[config.mk]
export PLATFORM = sky130hd
export DESIGN_NAME = bmb_addr_unit
export DESIGN_NICKNAME = d
export VERILOG_FILES = /design/src/bmb_pkg.sv /design/src/bmb_addr_unit.sv
export SDC_FILE = /design/constraint.sdc
export NUM_CORES = 1
export LEC_CHECK = 0
export ABC_AREA = 1
export BUFFER_PORTS_ARGS = -buffer_cell sky130_fd_sc_hd__buf_2
export CORE_ASPECT_RATIO = 0.9
export CORE_UTILIZATION = 30
export DETAILED_ROUTE_END_ITERATION = 6
export GPL_TIMING_DRIVEN = 0
export PLACE_DENSITY = 0.66
export SLEW_MARGIN = 20
export SYNTH_ARGS = -nofsm -noshare
export SYNTH_HDL_FRONTEND = slang
export SYNTH_SLANG_ARGS = --single-unit
[constraint.sdc]
create_clock -name vclk -period 4.6
set_clock_uncertainty 0.15 [all_clocks]
set_input_delay 0.92 -clock vclk [all_inputs]
set_output_delay 0.92 -clock vclk [all_outputs]
set_load 0.05 [all_outputs]
[src/bmb_pkg.sv]
`default_nettype none

package bmb_pkg;

    // Panel geometry and framebuffer layout
    localparam int PANEL_WIDTH  = 128;
    localparam int PANEL_HEIGHT = 64;
    localparam int PAGE_COUNT   = (PANEL_HEIGHT + 7) / 8;
    localparam int STORE_SIZE   = PANEL_WIDTH * PAGE_COUNT;
    localparam int ADDR_W       = $clog2(STORE_SIZE);
    localparam int PAGE_W       = (PAGE_COUNT > 1) ? $clog2(PAGE_COUNT) : 1;

    // Pixel steps per bitmap byte
    localparam int BYTE_BITS = 8;

    // Configuration register indexes
    localparam int CFG_IDX_W = 2;
    localparam logic [CFG_IDX_W-1:0] CFG_DEST_X     = 2'd0;
    localparam logic [CFG_IDX_W-1:0] CFG_DEST_Y     = 2'd1;
    localparam logic [CFG_IDX_W-1:0] CFG_BMP_WIDTH  = 2'd2;
    localparam logic [CFG_IDX_W-1:0] CFG_BMP_HEIGHT = 2'd3;

    // Command codes
    localparam logic CMD_BITMAP = 1'b0;
    localparam logic CMD_READ   = 1'b1;

    typedef enum logic [2:0] {
        ST_CLEAR,
        ST_IDLE,
        ST_DRAW,
        ST_READ,
        ST_RCAP,
        ST_DONE
    } state_t;

    typedef struct packed {
        logic [8:0] dest_x;
        logic [8:0] dest_y;
        logic [7:0] bmp_width;
        logic [7:0] bmp_height;
    } cfg_t;

    // Everything the address unit needs for one pixel step
    typedef struct packed {
        logic [8:0]        dest_x;
        logic [7:0]        bmp_width;
        logic [4:0]        byte_column;
        logic [2:0]        bit_idx;
        logic [7:0]        pixels;
        logic              row_ok;
        logic [ADDR_W-1:0] page_base;
    } step_ctx_t;

    typedef struct packed {
        logic              hit;
        logic [ADDR_W-1:0] addr;
    } pix_t;

endpackage

`default_nettype wire

[src/bmb_addr_unit.sv]
`default_nettype none

module bmb_addr_unit import bmb_pkg::*; (
    input  wire step_ctx_t ctx,
    output pix_t           pix
);

    logic [7:0] xx;
    logic [9:0] px;
    logic       col_ok;

    // Bitmap column of this bit, then panel column
    assign xx = {ctx.byte_column, 3'b000} + {5'b00000, ctx.bit_idx};
    assign px = {ctx.dest_x[8], ctx.dest_x} + {2'b00, xx};

    // Clip against bitmap width and panel width
    assign col_ok = !px[9] && (px < 10'(PANEL_WIDTH));

    assign pix.hit  = ctx.pixels[ctx.bit_idx] && (xx < ctx.bmp_width) && col_ok && ctx.row_ok;
    assign pix.addr = ctx.page_base + ADDR_W'(px);

endmodule

`default_nettype wire

==> results.md <==
- Share of layout cells above drive strength 1: 0.2954
- Synth Area in Simple Gates: 0.3712
- Clock buf count: 0
- Leakage: 0.8842 nW
- GRT Total Usage: 0.1276
- Setup WS pre-CTS: -0.05731 ns
- Register area: 0 um^2
- Maximum vdd drop: 93.44 uV
- Row count: 20
- Largest net degree at the start of global routing: 7
- Status: finished, violations left
- DR WL/cell: 8.911 um
- Cell Count Post-Placement: 278
- Min Hold Slack: 2.101 ns
- Post-DRT Antenna Nets: 0
- I/O Buffers: between 50 and 60
- CP startpoint: ctx[19]
- First-pass GRT wire length: 4.071 mm
- Die Y: around 59 um
- Die area: approximately 0.0038 mm^2
- Remaining DRCs: 1
- Die width: approximately 65 um
- Gate power share: 1.000
- Routed WL: 2.504 mm
- Via-per-instance ratio: 4.377
- Worst setup EP type: output port
- Commonest cells after routing, fill and taps aside: buf_2 (53), nand2_1 (50), inv_1 (27), ha_1 (23), nand3_1 (15)
- Post-Syn Area: 0.001069 mm^2
- Vias: 1230
- Hold Fails Final Rpt: 0
- Slew Viols, Final: 0
- CP required: between 3 and 4 ns
- Reg power frac: 0
- Post-route setup TNS: 0 ns
- Largest family of logic cells by synthesized area: simple AND/OR/NAND/NOR gates
- Min-delay worst type: input port to output port
- Drt initial violations: 20
- Nets@finish: ~310
- Mapped Nets: 249
- Initial antenna violation count: 0
- PD cells: 273.3 mW/mm^2
- Vias in the first global route: between 1k and 1.5k
- Overall power: between 400 and 500 uW
- Initial Util: 0.3163
- XOR/XNOR Fraction of Synth Area: 0.09836
- Max-capacitance violation count: 0
- Relative slew slack: 0.8446
- Min-delay src: ctx[9]
- Non-Filler Instances: around 280
- Leading cell type in the layout, fill and taps excluded: buf_2
- Final Critical Period: approximately 4.4 ns
- Critical Path Sink: pix[7]
- Worst Tran Pin Value: 0.2306 ns
- Mux cell area share after synthesis: 0
- Worst setup SP type: input port
- Seq/Total Area, Yosys: 0
- Library cells used by synthesis: 20
- Post-detail-place hpwl: 2.216 mm
- ANT cells: 0
- Clock network power share: 0
- Synth Area in Compound Gates: 0.1136
- Fmax: 0.2266 GHz
- CP Data Arrival Time: 3.34 ns
- GRT Residual Overflow: 0
- Synth Area in Adders: 0.3185
- IO Count: 55
- Cells after Synth: 179
- CP max FO: 6
- Pre-antenna DRT Iters: 6
- Switching Share: 0.6790
- Category of the most critical setup path: input port to output port
- Worst setup margin: 0.1866 ns
- Sw power: 271.9 uW
- Cell-internal power: 128.5 uW
- RD Place Congestion: 0.7963
- Violated checks: design-rule violations
- Mean Syn Cell Area: approximately 6.0 um^2
- Synth Warn #: 0
- Area Overhead vs Synth: 37.12%
- Core ar.: 0.003378 mm^2
- Period Utilization, post-route: 0.9594
- Flip-flop and latch count: 0
- Final Setup Violations: 0
cell usage after synthesis:
cell | instances | share of area
nor2_1 | 14 | 0.049
nand3b_1 | 2 | 0.014
or2_1 | 1 | 0.0059
o21ai_2 | 1 | 0.0082
xnor2_1 | 4 | 0.033
xor2_1 | 8 | 0.066
inv_1 | 28 | 0.098
nand4_1 | 3 | 0.018
a21o_1 | 1 | 0.0070
o21bai_1 | 2 | 0.014
a21oi_1 | 14 | 0.066
and3_1 | 1 | 0.0059
o21a_1 | 1 | 0.0070
ha_1 | 24 | 0.28
fa_1 | 2 | 0.037
o21ai_0 | 1 | 0.0047
nand2_2 | 5 | 0.029
a21boi_0 | 1 | 0.0070
nand2_1 | 51 | 0.18
nand3_1 | 15 | 0.070
critical path: stages:
cell      delay [ns]
clkbuf_4        0.15
ha_4            0.14
inv_1           0.05
fa_2            0.38
o21ai_4         0.16
nand2_1         0.06
nand2_1         0.06
nand2_1         0.05
nand2_2         0.08
xor2_2          0.07
ha_1            0.36
inv_2           0.05
o21bai_1        0.21
nor2_1          0.07
nand2_1         0.08
xor2_1          0.16
buf_2           0.28
layout make-up:
type               count  area (um^2)
well taps             44        55.05
inverters             28        105.1
multi-input cells    151        998.5
fillers              383         1913
repair buffers        58        306.5
power groups by stage:
stage | clock, mW | combinational [mW] | sequential, mW
floorplan | 0 | 0.302 | 0
detailed placement | 0 | 0.383 | 0
global placement | 0 | 0.379 | 0
finish | 0 | 0.400 | 0
global route | 0 | 0.439 | 0
CTS | 0 | 0.386 | 0
metrics by stage:
stage               area [um^2]    util
floorplan                  1069       -
global placement           1399  0.4141
detailed placement         1399  0.4141
CTS                        1401  0.4148
global route               1465  0.4337
finish                     1465  0.4337
kinds of logic after synthesis:
logic type,after synthesis
xor gates and xnor gates,12
adders and majority gates,26
AOI/OAI and AO/OA,21
and+or+nand+nor,92
buffers and inverters,28
repair_timing:
action,4_1_cts,5_1_grt
pin swaps,0,5
hold buffers,0,0
buffers inserted,0,3
endpoints found under the setup margin,1,3
gates resized for setup,2,10
worst min path at each step:
stage | to | slack (ns) | depth (start not counted)
after floorplan | pix[10] | 2.01 | 3
after global placement | pix[0] | 2.13 | 3
after detailed placement | pix[0] | 2.13 | 3
after CTS | pix[9] | 2.13 | 5
after global routing | pix[0] | 2.15 | 3
final | pix[9] | 2.10 | 5
layer usage:
| metal | share of wire | vias to the layer above | GRT usage |
|---|---|---|---|
| met1 | 0.53 | 502 | 0.1879 |
| met4 | 0 | 0 | 0 |
| li1 | - | 696 | - |
| met3 | 0.038 | 0 | 0.001938 |
| met2 | 0.43 | 32 | 0.2202 |
| met5 | 0 | - | 0 |
No activity file was read; power rests on OpenSTA's default activity.
