File: config.mk
export PLATFORM = sky130hd
export DESIGN_NAME = bmb_seq
export DESIGN_NICKNAME = d
export VERILOG_FILES = /design/src/bmb_pkg.sv /design/src/bmb_seq.sv
export SDC_FILE = /design/constraint.sdc
export NUM_CORES = 1
export LEC_CHECK = 0
export ABC_AREA = 0
export BUFFER_PORTS_ARGS = -buffer_cell sky130_fd_sc_hd__buf_2
export CORE_UTILIZATION = 40
export CTS_CLUSTER_SIZE = 12
export DETAILED_ROUTE_END_ITERATION = 10
export PLACE_DENSITY = 0.75
export SYNTH_ARGS = -nofsm -noshare
export SYNTH_HDL_FRONTEND = slang
export SYNTH_SLANG_ARGS = --single-unit
File: constraint.sdc
create_clock -name clk -period 5.5 [get_ports clk]
set_clock_uncertainty 0.05 [all_clocks]
set_input_delay 0.275 -clock clk [delete_from_list [all_inputs] [get_ports clk]]
set_output_delay 0.275 -clock clk [all_outputs]
set_load 0.02 [all_outputs]
File: src/bmb_pkg.sv
`default_nettype none

package bmb_pkg;

    // Panel geometry and framebuffer layout
    localparam int PANEL_WIDTH  = 128;
    localparam int PANEL_HEIGHT = 64;
    localparam int PAGE_COUNT   = (PANEL_HEIGHT + 7) / 8;
    localparam int STORE_SIZE   = PANEL_WIDTH * PAGE_COUNT;
    localparam int ADDR_W       = $clog2(STORE_SIZE);
    localparam int PAGE_W       = (PAGE_COUNT > 1) ? $clog2(PAGE_COUNT) : 1;

    // Pixel steps per bitmap byte
    localparam int BYTE_BITS = 8;

    // Configuration register indexes
    localparam int CFG_IDX_W = 2;
    localparam logic [CFG_IDX_W-1:0] CFG_DEST_X     = 2'd0;
    localparam logic [CFG_IDX_W-1:0] CFG_DEST_Y     = 2'd1;
    localparam logic [CFG_IDX_W-1:0] CFG_BMP_WIDTH  = 2'd2;
    localparam logic [CFG_IDX_W-1:0] CFG_BMP_HEIGHT = 2'd3;

    // Command codes
    localparam logic CMD_BITMAP = 1'b0;
    localparam logic CMD_READ   = 1'b1;

    typedef enum logic [2:0] {
        ST_CLEAR,
        ST_IDLE,
        ST_DRAW,
        ST_READ,
        ST_RCAP,
        ST_DONE
    } state_t;

    typedef struct packed {
        logic [8:0] dest_x;
        logic [8:0] dest_y;
        logic [7:0] bmp_width;
        logic [7:0] bmp_height;
    } cfg_t;

    // Everything the address unit needs for one pixel step
    typedef struct packed {
        logic [8:0]        dest_x;
        logic [7:0]        bmp_width;
        logic [4:0]        byte_column;
        logic [2:0]        bit_idx;
        logic [7:0]        pixels;
        logic              row_ok;
        logic [ADDR_W-1:0] page_base;
    } step_ctx_t;

    typedef struct packed {
        logic              hit;
        logic [ADDR_W-1:0] addr;
    } pix_t;

endpackage

`default_nettype wire

File: src/bmb_seq.sv
`default_nettype none

module bmb_seq import bmb_pkg::*; (
    input  wire logic              clk,
    input  wire logic              rst_n,
    input  wire cfg_t              cfg,
    input  wire logic              in_valid,
    output logic                   in_stall,
    input  wire logic              cmd,
    input  wire logic [7:0]        pixel_byte,
    input  wire logic [9:0]        read_addr,
    output logic                   out_valid,
    input  wire logic              out_stall,
    output logic      [7:0]        read_data,
    output logic                   bitmap_done,
    output step_ctx_t              ctx,
    input  wire pix_t              pix,
    output logic                   wr_en,
    output logic      [ADDR_W-1:0] wr_addr,
    output logic      [7:0]        wr_data,
    output logic                   rd_en,
    output logic      [ADDR_W-1:0] rd_addr,
    input  wire logic [7:0]        rd_data
);

    // Control state
    state_t            state_reg, state_next;
    logic [ADDR_W-1:0] clr_cnt_reg, clr_cnt_next;
    logic [3:0]        step_reg, step_next;
    logic [4:0]        byte_column_reg, byte_column_next;
    logic [7:0]        pixel_row_reg, pixel_row_next;
    logic              out_valid_reg, out_valid_next;

    // Payload
    logic [7:0]        pixels_reg, pixels_next;
    logic              row_ok_reg, row_ok_next;
    logic [ADDR_W-1:0] page_base_reg, page_base_next;
    logic [7:0]        mask_reg, mask_next;
    logic              prev_hit_reg, prev_hit_next;
    logic [ADDR_W-1:0] prev_addr_reg, prev_addr_next;
    logic [ADDR_W-1:0] rd_addr_reg, rd_addr_next;
    logic              rd_ok_reg, rd_ok_next;
    logic [7:0]        res_data_reg, res_data_next;
    logic              res_done_reg, res_done_next;
    logic [7:0]        out_data_reg, out_data_next;
    logic              out_done_reg, out_done_next;

    logic              accept;
    logic [9:0]        py;
    logic [PAGE_W-1:0] page;
    logic [5:0]        row_bytes;
    logic [5:0]        col_inc;
    logic [8:0]        row_inc;

    assign in_stall    = (state_reg != ST_IDLE);
    assign accept      = in_valid && !in_stall;
    assign out_valid   = out_valid_reg;
    assign read_data   = out_data_reg;
    assign bitmap_done = out_done_reg;

    // Panel row of the current bitmap row and its page
    assign py   = {cfg.dest_y[8], cfg.dest_y} + {2'b00, pixel_row_reg};
    assign page = py[PAGE_W+2:3];

    // Cursor arithmetic
    assign row_bytes = 6'(({1'b0, cfg.bmp_width} + 9'd7) >> 3);
    assign col_inc   = {1'b0, byte_column_reg} + 6'd1;
    assign row_inc   = {1'b0, pixel_row_reg} + 9'd1;

    // Step context for the address unit
    always_comb
    begin
        ctx.dest_x      = cfg.dest_x;
        ctx.bmp_width   = cfg.bmp_width;
        ctx.byte_column = byte_column_reg;
        ctx.bit_idx     = step_reg[2:0];
        ctx.pixels      = pixels_reg;
        ctx.row_ok      = row_ok_reg;
        ctx.page_base   = page_base_reg;
    end

    // Next state and memory control
    always_comb
    begin
        state_next       = state_reg;
        clr_cnt_next     = clr_cnt_reg;
        step_next        = step_reg;
        byte_column_next = byte_column_reg;
        pixel_row_next   = pixel_row_reg;
        out_valid_next   = out_valid_reg;
        pixels_next      = pixels_reg;
        row_ok_next      = row_ok_reg;
        page_base_next   = page_base_reg;
        mask_next        = mask_reg;
        prev_hit_next    = prev_hit_reg;
        prev_addr_next   = prev_addr_reg;
        rd_addr_next     = rd_addr_reg;
        rd_ok_next       = rd_ok_reg;
        res_data_next    = res_data_reg;
        res_done_next    = res_done_reg;
        out_data_next    = out_data_reg;
        out_done_next    = out_done_reg;
        wr_en            = 1'b0;
        wr_addr          = prev_addr_reg;
        wr_data          = rd_data | mask_reg;
        rd_en            = 1'b0;
        rd_addr          = pix.addr;

        // Drop the output once it is transferred
        if (out_valid_reg && !out_stall)
        begin
            out_valid_next = 1'b0;
        end

        unique case (state_reg)
            ST_CLEAR:
            begin
                wr_en        = 1'b1;
                wr_addr      = clr_cnt_reg;
                wr_data      = 8'd0;
                clr_cnt_next = clr_cnt_reg + ADDR_W'(1);
                if (clr_cnt_reg == ADDR_W'(STORE_SIZE - 1))
                begin
                    state_next = ST_IDLE;
                end
            end
            ST_IDLE:
            begin
                if (accept)
                begin
                    if (cmd == CMD_READ)
                    begin
                        rd_addr_next = ADDR_W'(read_addr);
                        rd_ok_next   = {22'd0, read_addr} < 32'(STORE_SIZE);
                        state_next   = ST_READ;
                    end
                    else
                    begin
                        pixels_next    = pixel_byte;
                        row_ok_next    = !py[9] && (py < 10'(PANEL_HEIGHT));
                        page_base_next = ADDR_W'(int'(page) * PANEL_WIDTH);
                        mask_next      = 8'd1 << py[2:0];
                        step_next      = 4'd0;
                        state_next     = ST_DRAW;
                    end
                end
            end
            ST_READ:
            begin
                rd_en      = 1'b1;
                rd_addr    = rd_addr_reg;
                state_next = ST_RCAP;
            end
            ST_RCAP:
            begin
                res_data_next = rd_ok_reg ? rd_data : 8'd0;
                res_done_next = 1'b0;
                state_next    = ST_DONE;
            end
            ST_DRAW:
            begin
                // Read the byte for this bit, write back the previous one
                if (!step_reg[3])
                begin
                    rd_en          = 1'b1;
                    prev_hit_next  = pix.hit;
                    prev_addr_next = pix.addr;
                end
                if ((step_reg != 4'd0) && prev_hit_reg)
                begin
                    wr_en = 1'b1;
                end
                step_next = step_reg + 4'd1;

                // Last write-back done: advance the bitmap cursor
                if (step_reg == 4'(BYTE_BITS))
                begin
                    res_data_next = 8'd0;
                    res_done_next = 1'b0;
                    if (col_inc >= row_bytes)
                    begin
                        byte_column_next = 5'd0;
                        if (row_inc >= {1'b0, cfg.bmp_height})
                        begin
                            pixel_row_next = 8'd0;
                            res_done_next  = 1'b1;
                        end
                        else
                        begin
                            pixel_row_next = row_inc[7:0];
                        end
                    end
                    else
                    begin
                        byte_column_next = col_inc[4:0];
                    end
                    state_next = ST_DONE;
                end
            end
            ST_DONE:
            begin
                // Hold the result until the output register is free
                if (!out_valid_reg || !out_stall)
                begin
                    out_valid_next = 1'b1;
                    out_data_next  = res_data_reg;
                    out_done_next  = res_done_reg;
                    state_next     = ST_IDLE;
                end
            end
            default:
            begin
                state_next = ST_IDLE;
            end
        endcase
    end

    // Control registers
    always_ff @(posedge clk or negedge rst_n)
    begin
        if (!rst_n)
        begin
            state_reg       <= ST_CLEAR;
            clr_cnt_reg     <= '0;
            step_reg        <= 4'd0;
            byte_column_reg <= 5'd0;
            pixel_row_reg   <= 8'd0;
            out_valid_reg   <= 1'b0;
        end
        else
        begin
            state_reg       <= state_next;
            clr_cnt_reg     <= clr_cnt_next;
            step_reg        <= step_next;
            byte_column_reg <= byte_column_next;
            pixel_row_reg   <= pixel_row_next;
            out_valid_reg   <= out_valid_next;
        end
    end

    // Payload registers
    always_ff @(posedge clk)
    begin
        pixels_reg    <= pixels_next;
        row_ok_reg    <= row_ok_next;
        page_base_reg <= page_base_next;
        mask_reg      <= mask_next;
        prev_hit_reg  <= prev_hit_next;
        prev_addr_reg <= prev_addr_next;
        rd_addr_reg   <= rd_addr_next;
        rd_ok_reg     <= rd_ok_next;
        res_data_reg  <= res_data_next;
        res_done_reg  <= res_done_next;
        out_data_reg  <= out_data_next;
        out_done_reg  <= out_done_next;
    end

endmodule

`default_nettype wire

==> results of run 1 <==
per-stage QoR:
stage	hold WS (ns)	setup WS, ns	utilization [%]	power, mW	instances
floorplan	-0.07059	2.431	-	1.577	438
global placement	0.3026	2.742	46.15	1.772	682
detailed placement	0.3115	2.630	46.15	1.801	682
CTS	0.05189	2.607	48.36	2.340	699
global route	0.04704	2.350	48.36	2.451	699
finish	0.06418	2.587	48.36	2.316	699
critical path, cell delays in order (launching register included):
cell	delay [ns]
dfrtp_1	0.44
ha_1	0.28
nand3_1	0.17
nor2_1	0.22
inv_1	0.09
nand2_1	0.07
nand2_1	0.05
ha_1	0.28
and3_1	0.18
a221o_1	0.36
a21oi_4	0.20
nand2_1	0.11
and3_1	0.17
per-layer routing:
layer	global-route usage (%)	up-vias
met5	0	-
met3	3.267	13
met2	28.10	99
li1	-	1743
met1	19.42	1665
met4	6.754	0
final cells by class:
type	count	share of cell area, %
Sequential cell	90	43.85
Clock buffer	12	4.071
Timing Repair Buffer	137	11.93
Clock inverter	4	0.3446
Tap cell	147	3.166
Multi-Input combinational cell	290	35.41
Inverter	19	1.228
synthesized netlist by cell type, types with 5 or more instances:
master / count
nand2b_1: 8
dfrtp_1: 31
mux2_2: 21
nand3_1: 14
edfxtp_1: 59
nor2b_1: 11
o21ai_1: 5
inv_1: 19
xor2_1: 14
nand4_1: 6
xnor2_1: 12
ha_1: 27
nand2_1: 33
and3_1: 6
o21ai_0: 14
a21o_1: 7
nor2_1: 41
a21oi_1: 16
buf_4: 29
power breakdown:
part / leakage [nW] / internal [mW] / switching, mW
registers: 0.943 / 0.862 / 0.106
clock network: 0.130 / 0.303 / 0.232
logic: 1.57 / 0.311 / 0.502
cells by family after synthesis:
logic type	after synthesis	synth area share, %
buffers and inverters	58	7.181
muxes	22	5.100
other	1	0.07605
DFF	90	51.66
and+or+nand+nor	138	14.44
xor gates and xnor gates	26	4.618
adders and majority gates	28	7.257
AOI/OAI and AO/OA	69	9.668
worst max path at each step:
stage / from / endpoint / slack [ns] / cells after the start
global placement: pixel_row_reg[1] / res_done_reg / 2.74 / 12
CTS: pixel_row_reg[1] / res_done_reg / 2.61 / 12
finish: pixel_row_reg[1] / res_done_reg / 2.59 / 12
floorplan: state_reg[0] / mask_reg[0] / 2.43 / 3
detailed placement: pixel_row_reg[1] / res_done_reg / 2.63 / 12
global route: pixel_row_reg[1] / pixel_row_reg[5] / 2.35 / 12
repair_timing:
item | 4_1_cts | 5_1_grt
endpoints found under the setup margin | 0 | 0
hold buffers | 1 | 0
buffers inserted | 0 | 0
endpoints found under the hold margin | 31 | 0
==> impl_metrics.csv, run 1 <==
group,metric,value,unit
sta,worst_pin_slew,0.9287,ns
sta,finalHoldViolations,0,
critical_path,cp.required,5.54,ns
routing,wl,10.01,mm
sta,grt_setup_unrepaired,"no",
cts,clock_latency,0.33,ns
routing,antenna_left,0,
critical_path,worstPathMaxFanout,6,
critical_path,path_class,"reg2reg",
yosys,avgSynthCellArea,11.41,um2
cts,cts.sinks,90,
hold_path,min_delay_path_depth,1,
routing,vias,3520,
finish,layout_commonest_cell,"buf_2",
finish,post_route_cells_drive_above_1_share,33.70,%
hold_path,hold_end,"pixels_reg[4]",
pwr,ir_drop,0.0001640,V
cts,post_cts_resized,0,
yosys,syn_area,4931,um2
floorplan,dieHeight,113.0,um
routing,wl_per_cell,14.31,um
yosys,synthArstFlopShare,34.44,%
sta,period_share,52.96,%
cts,htreeDepth,3,
floorplan,start_util,41.05,%
yosys,synth_cells,432,
pwr,powerDensity,398.6,nW/um2
cts,cts_made_buffers,9,
global_routing,grt_usage,16.12,%
floorplan,core,12010,um2
sta,period_needed,2.913,ns
critical_path,ff2ff_path_depth,12,
yosys,synth.distinct_cells,57,
finish,mostFrequentLayoutCells,"buf_2, edfxtp_1, nor2_1, nand2_1, dfrtp_1",
sta,setup_tns,0,ns
routing,top_layer,"met4",
routing,wl_met2,5.249,mm
finish,layout.nets,651,
hold_path,hp-class,"in2reg",
routing,wl_met3,344,um
yosys,synth_area_leaders,"edfxtp_1, dfrtp_1, ha_1",
finish,regArea,2547,um2
yosys,yosys_warnings,0,
placement,post_dp_cell_area,5543,um2
cts,cts.path.max_buffers,2,
routing,wl_met1,4.227,mm
sta,setup_viol,0,
placement,gp_congestion,0.8549,
critical_path,critPathArrivalTime,2.95,ns
placement,hpwl,7.873,mm
global_routing,grt_first_pass_wirelength,16.18,mm
cts,cts_tree,"yes",
sta,fmax,0.3433,GHz
yosys,yosysSeqAreaShare,51.66,%
global_routing,antenna_found_initial,0,
floorplan,rows,40,
global_routing,grt_overflow,0,
routing,detail_route.first_pass.iterations,4,
global_routing,grt_pass1_vias,3361,
finish,fillers,1088,
routing,drc,0,
hold_path,hold_start,"pixel_byte[4]",
critical_path,r2r_slack,2.59,ns
routing,dr.first_iter.drc_count,99,
job,maxCapViolCount,0,
routing,viasPerCell,5.036,
run_status,status,"finished, final reports clean",
placement,io_buffer_count,135,
yosys,synth-seq-cells,90,
cts,clkTransAtPathRegs,0.06,ns
critical_path,startpoint_type,"register",
critical_path,reg2reg_from,"pixel_row_reg[1]",
sta,slew_headroom,37.89,%
yosys,synth-edff-count,59,
yosys,synth-main-ff-cell,"edfxtp_1",
floorplan,io_pins,161,
finish,antenna_cells,0,
yosys,synth_top_area_share,35.93,%
cts,root_buffer,"clkbuf_16",
finish,final_area,5809,um2
critical_path,rr_endpoint,"res_done_reg",
floorplan,die-area,12780,um2
floorplan,die_w,113.0,um
critical_path,cp-end-kind,"register",
pwr,p_leak,2.645,nW
sta,slew_violations,0,
yosys,yosys.area.top_type,"edfxtp_1",
finish,syn_to_final_growth,17.81,%
finish,multi_input_area,2057,um2
global_routing,grt_max_degree,32,
No activity file was read; power rests on OpenSTA's default activity.
==> run 2: changes to the inputs <==
==> constraint.sdc (replaced) <==
create_clock -name clk -period 3 [get_ports clk]
set_clock_uncertainty 0.05 [all_clocks]
set_input_delay 0.15 -clock clk [delete_from_list [all_inputs] [get_ports clk]]
set_output_delay 0.15 -clock clk [all_outputs]
set_load 0.02 [all_outputs]
==> run 2 against run 1 <==
  * Core utilization increased by 3.3 points
  * Largest cell class unchanged
  * Critical path type unchanged
  * Largest power group unchanged
  * Critical path depth decreased by 1
  * Sequential power increased by 83%
==> impl_metrics.csv, run 2 (synthesis results as in run 1) <==
group,metric,value,unit
critical_path,path_delay_family,"simple AND/OR/NAND/NOR gates",
sta,setup_viol,0,
floorplan,die_w,113.0,um
routing,vias,3690,
routing,wl_met3,426,um
critical_path,cp.required,3.04,ns
cts,cts_tree,"yes",
pwr,p_leak,2.804,nW
critical_path,ff2ff_path_depth,11,
pwr,p_int,3.003,mW
finish,instances_no_fill,730,
critical_path,path_buf_inv,1,
pwr,switching_share,34.94,%
cts,clkTransAtPathRegs,0.06,ns
global_routing,grt_first_pass_wirelength,17.02,mm
critical_path,startpoint_type,"register",
pwr,powerDensity,743.4,nW/um2
routing,antenna_left,0,
routing,wl,10.75,mm
placement,io_buffer_count,135,
critical_path,r2r_slack,0.19,ns
cts,cts_made_buffers,9,
sta,fmax,0.3558,GHz
critical_path,crit_slowest_cell,"dfrtp_2",
placement,placed_cells,684,
critical_path,crit_path_frequent_cell,"and3_1",
hold_path,hold_end,"out_valid",
placement,post_dp_cell_area,5558,um2
floorplan,start_util,41.05,%
critical_path,critPathArrivalTime,2.85,ns
global_routing,grt_overflow,0,
critical_path,cp-end-kind,"register",
floorplan,dieHeight,113.0,um
global_routing,grt_pass1_vias,3623,
critical_path,rr_endpoint,"res_done_reg",
finish,layout_commonest_cell,"buf_2",
cts,root_buffer,"clkbuf_16",
job,maxCapViolCount,0,
sta,period_share,93.69,%
routing,dr.first_iter.drc_count,206,
global_routing,grt_usage,17.15,%
routing,viasPerCell,5.055,
floorplan,core,12010,um2
routing,wl_met1,4.291,mm
cts,clock_latency,0.33,ns
global_routing,grt_max_degree,32,
critical_path,reg2reg_from,"pixel_row_reg[2]",
cts,post-cts-setup-buffer-count,0,
sta,slew_violations,0,
placement,hpwl,7.896,mm
hold_path,min_delay_path_depth,3,
global_routing,antenna_found_initial,0,
cts,htreeDepth,3,
finish,syn_to_final_growth,25.91,%
routing,drc,0,
routing,wl_per_cell,14.72,um
pwr,p_sw,1.613,mW
sta,period_needed,2.811,ns
pwr,ir_drop,0.0003149,V
routing,wl_met2,5.522,mm
hold_path,hp-class,"in2reg",
sta,timing.hold.ws,0.01375,ns
critical_path,worstPathMaxFanout,6,
hold_path,hold_start,"out_stall",
finish,post_route_cells_drive_above_1_share,33.62,%
pwr,pwr-share-comb,34.0,%
critical_path,max_stage_delay,0.42,ns
sta,setup_tns,0,ns
finish,mostFrequentLayoutCells,"buf_2, edfxtp_1, nor2_1, nand2_1, dlygate4sd3_1",
floorplan,io_pins,161,
critical_path,crit_chain,"and3_1 -> nand3_1 -> nor2_1 -> xnor2_1 -> inv_1 -> ha_1 -> and3_1 -> a221o_1 -> a21oi_4 -> nand2_1 -> and3_1",
pwr,power_frac_clock,27.6,%
placement,gp_congestion,0.8242,
finish,final_area,6208,um2
routing,detail_route.first_pass.iterations,4,
floorplan,rows,40,
cts,cts.sinks,90,
cts,cts.path.max_buffers,2,
sta,slew_headroom,42.33,%
pwr,seqPwrFrac,38.4,%
routing,top_layer,"met4",
run_status,status,"finished, final reports clean",
floorplan,die-area,12780,um2
finish,layout.nets,682,
finish,antenna_cells,0,
critical_path,path_class,"reg2reg",
sta,worst_pin_slew,0.8619,ns
sta,finalHoldViolations,0,
sta,grt_setup_unrepaired,"no",
run 2: cell types whose count changed in the layout (fill, tap and decap cells not counted), sizes merged:
cell,previous run,this run
dlygate4sd3,1,30
inv,19,20
clkinv,4,2
bufinv,0,3
clkbuf,12,9
buf,136,138
clkinvlp,0,1
run 2: worst min-delay path, stage by stage:
cell     delay (ns)
buf_2          0.09
nand2_1        0.07
nand2_1        0.06
run 2: metal layers:
metal / global-route usage, % / vias up
li1: - / 1802
met1: 19.28 / 1740
met2: 29.73 / 111
met3: 2.732 / 37
met4: 12.28 / 0
met5: 0 / -
run 2: area by class of cell:
class / instances / area, um2
Fill cell: 1047 / 5803
Sequential cell: 90 / 2551
Multi-Input combinational cell: 290 / 2062
Timing Repair Buffer: 168 / 998.5
Clock buffer: 9 / 225.2
Tap cell: 147 / 183.9
Clock inverter: 7 / 116.4
Inverter: 19 / 71.32
run 2: power by group through the flow:
stage	logic, mW	clock network, mW	registers (mW)
floorplan	1.10	0	1.79
global placement	1.49	0	1.78
detailed placement	1.54	0	1.79
CTS	1.57	1.30	1.77
global route	1.70	1.34	1.81
finish	1.57	1.28	1.77
run 2: worst max path at each step:
stage,endpoint,cells after the start,from
finish,res_done_reg,11,pixel_row_reg[2]
global route,res_done_reg,11,pixel_row_reg[0]
CTS,res_done_reg,12,pixel_row_reg[1]
detailed placement,res_done_reg,12,pixel_row_reg[1]
global placement,res_done_reg,12,pixel_row_reg[1]
floorplan,res_done_reg,12,pixel_row_reg[1]
run 2: stage by stage:
step,power (mW),setup slack [ns],util (%)
after floorplan,2.892,0.3975,-
after global placement,3.266,0.2294,46.27
after detailed placement,3.327,0.1293,46.27
after CTS,4.641,0.1065,51.61
after global routing,4.843,0.05416,51.69
final,4.615,0.1894,51.69
run 2: repair_timing:
item	CTS	global route
endpoints found under the hold margin	60	0
gates resized for setup	0	5
setup endpoints to repair	0	6
hold buffers	30	0
==> run 3: changes to the inputs <==
--- a/config.mk
+++ b/config.mk
@@ -7,10 +7,13 @@
 export LEC_CHECK = 0
 export ABC_AREA = 0
 export BUFFER_PORTS_ARGS = -buffer_cell sky130_fd_sc_hd__buf_2
-export CORE_UTILIZATION = 40
+export CELL_PAD_IN_SITES_DETAIL_PLACEMENT = 0
+export CELL_PAD_IN_SITES_GLOBAL_PLACEMENT = 1
+export CORE_UTILIZATION = 39
 export CTS_CLUSTER_SIZE = 12
 export DETAILED_ROUTE_END_ITERATION = 10
-export PLACE_DENSITY = 0.75
+export PLACE_DENSITY = 0.9
+export SLEW_MARGIN = 30
 export SYNTH_ARGS = -nofsm -noshare
 export SYNTH_HDL_FRONTEND = slang
 export SYNTH_SLANG_ARGS = --single-unit
==> run 3 against run 2 <==
  * Final cell count grew 3.0%
  * Die area grew 2.5%
  * Total power shrank 4.5%
  * First-iteration DRC count grew 2.4%
  * Clock power shrank 16%
  * Global-route usage shrank 0.42 points
  * Non-clock buffer count grew 1
  * Sequential share of layout area grew 0.15 points
  * Design area shrank 0.36%
  * Critical endpoint is now pixel_row_reg[5]
==> impl_metrics.csv, run 3 (synthesis results as in run 1) <==
group,metric,value,unit
critical_path,path_buf_inv,1,
job,maxCapViolCount,0,
placement,io_buffer_count,135,
finish,post_route_cells_drive_above_1_share,33.39,%
sta,fin_ws,0.1951,ns
floorplan,start_util,40.55,%
placement,post_dp_cell_area,5584,um2
cts,htreeDepth,3,
finish,final_area,6186,um2
placement,pre_cts_ws,0.1178,ns
pwr,power,4.409,mW
pwr,powerDensity,712.8,nW/um2
cts,cts_tree,"yes",
cts,root_buffer,"clkbuf_16",
sta,setup_viol,0,
finish,fillers,1065,
critical_path,crit_slowest_cell,"dfrtp_2",
routing,viasPerCell,4.867,
global_routing,grt_usage,16.73,%
pwr,p_leak,2.784,nW
floorplan,core,12160,um2
global_routing,grt_max_degree,32,
global_routing,grt_pass1_vias,3449,
critical_path,reg2reg_from,"pixel_row_reg[1]",
critical_path,r2r_slack,0.20,ns
routing,antenna_left,0,
critical_path,crit_chain,"ha_2 -> nand3_1 -> nor2_2 -> inv_1 -> nand2_1 -> nand2_1 -> ha_1 -> and3_1 -> a221o_1 -> a21oi_4 -> nand4_1 -> o221ai_1",
pwr,ir_drop,0.0003165,V
global_routing,grt_first_pass_wirelength,16.62,mm
finish,regArea,2551,um2
critical_path,cp.required,3.19,ns
hold_path,hp-class,"in2reg",
finish,final_core_util,50.86,%
routing,vias,3660,
finish,instances_no_fill,752,
routing,dr.first_iter.drc_count,211,
floorplan,die_w,114.4,um
finish,syn_to_final_growth,25.45,%
placement,gp_congestion,0.8446,
sta,worst_pin_slew,0.9809,ns
routing,drc,0,
finish,layout_commonest_cell,"buf_2",
critical_path,critPathArrivalTime,3.00,ns
critical_path,crit_path_frequent_cell,"nand2_1",
finish,mostFrequentLayoutCells,"buf_2, edfxtp_1, nor2_1, nand2_1, dlygate4sd3_1",
sta,timing.hold.ws,0.01786,ns
cts,cts.sinks,90,
finish,layout.nets,683,
floorplan,rows,40,
placement,placed_cells,705,
sta,period_share,93.50,%
finish,antenna_cells,0,
hold_path,hold_end,"out_valid",
critical_path,path_class,"reg2reg",
floorplan,io_pins,161,
cts,clock_latency,0.34,ns
finish,multi_input_area,2062,um2
cts,cts_made_buffers,9,
critical_path,path_delay_family,"simple AND/OR/NAND/NOR gates",
hold_path,min_delay_path_depth,3,
floorplan,dieHeight,114.4,um
cts,cts.path.max_buffers,2,
critical_path,ff2ff_path_depth,12,
critical_path,max_stage_delay,0.41,ns
routing,wl,10.91,mm
sta,slew_violations,0,
sta,finalHoldViolations,0,
placement,hpwl,7.919,mm
sta,grt_setup_unrepaired,"no",
sta,setup_tns,0,ns
critical_path,startpoint_type,"register",
run_status,status,"finished, final reports clean",
sta,slew_headroom,34.36,%
critical_path,rr_endpoint,"pixel_row_reg[5]",
cts,clkTransAtPathRegs,0.07,ns
sta,fmax,0.3565,GHz
critical_path,cp-end-kind,"register",
hold_path,hold_start,"out_stall",
floorplan,die-area,13100,um2
critical_path,worstPathMaxFanout,6,
routing,detail_route.first_pass.iterations,4,
global_routing,grt_overflow,0,
global_routing,antenna_found_initial,0,
sta,period_needed,2.805,ns
routing,wl_per_cell,14.50,um
## run 3: changes by cell type in the layout (fill, tap and decap cells not counted)
cell	delta
bufinv_16	-2
clkinv_1	+2
buf_4	+1
clkinv_2	+1
inv_6	-1
## run 3: power by group
part	switching, mW	total, mW	internal (mW)
logic	0.944	1.55	0.609
clock network	0.446	1.08	0.634
registers	0.197	1.78	1.58
## run 3: timing repair
action	4_1_cts	5_1_grt
hold endpoints to repair	60	0
buffers inserted	0	1
gates resized for setup	0	5
setup endpoints to repair	0	8
hold buffers	30	0
## run 3: cell type report
type	count	area share, %
Tap cell	168	3.398
Inverter	19	1.153
Clock buffer	9	3.641
Clock inverter	7	0.9709
Multi-Input combinational cell	290	33.33
Timing Repair Buffer	169	16.26
Sequential cell	90	41.24
## run 3: worst max-delay path by stage
stage,startpoint,to,cells past startpoint
6_report,pixel_row_reg[1],pixel_row_reg[5],12
2_1_floorplan,pixel_row_reg[1],res_done_reg,12
3_5_place_dp,pixel_row_reg[1],res_done_reg,12
3_3_place_gp,pixel_row_reg[1],res_done_reg,12
5_1_grt,pixel_row_reg[1],pixel_row_reg[5],12
4_1_cts,pixel_row_reg[1],pixel_row_reg[5],12
## run 3: layer usage
layer  GRT usage, %  wire length, um  vias up
li1               -                -     1801
met1          19.41             4535     1716
met2          28.65             5563      117
met3          4.023              490       26
met4          8.918              315        0
met5              0                0        -
## run 3: worst reg2reg max path: stages, from the launching register on
cell      delay [ns]
dfrtp_2         0.41
ha_2            0.23
nand3_1         0.16
nor2_2          0.17
inv_1           0.07
nand2_1         0.06
nand2_1         0.05
ha_1            0.29
and3_1          0.18
a221o_1         0.36
a21oi_4         0.21
nand4_1         0.21
o221ai_1        0.24
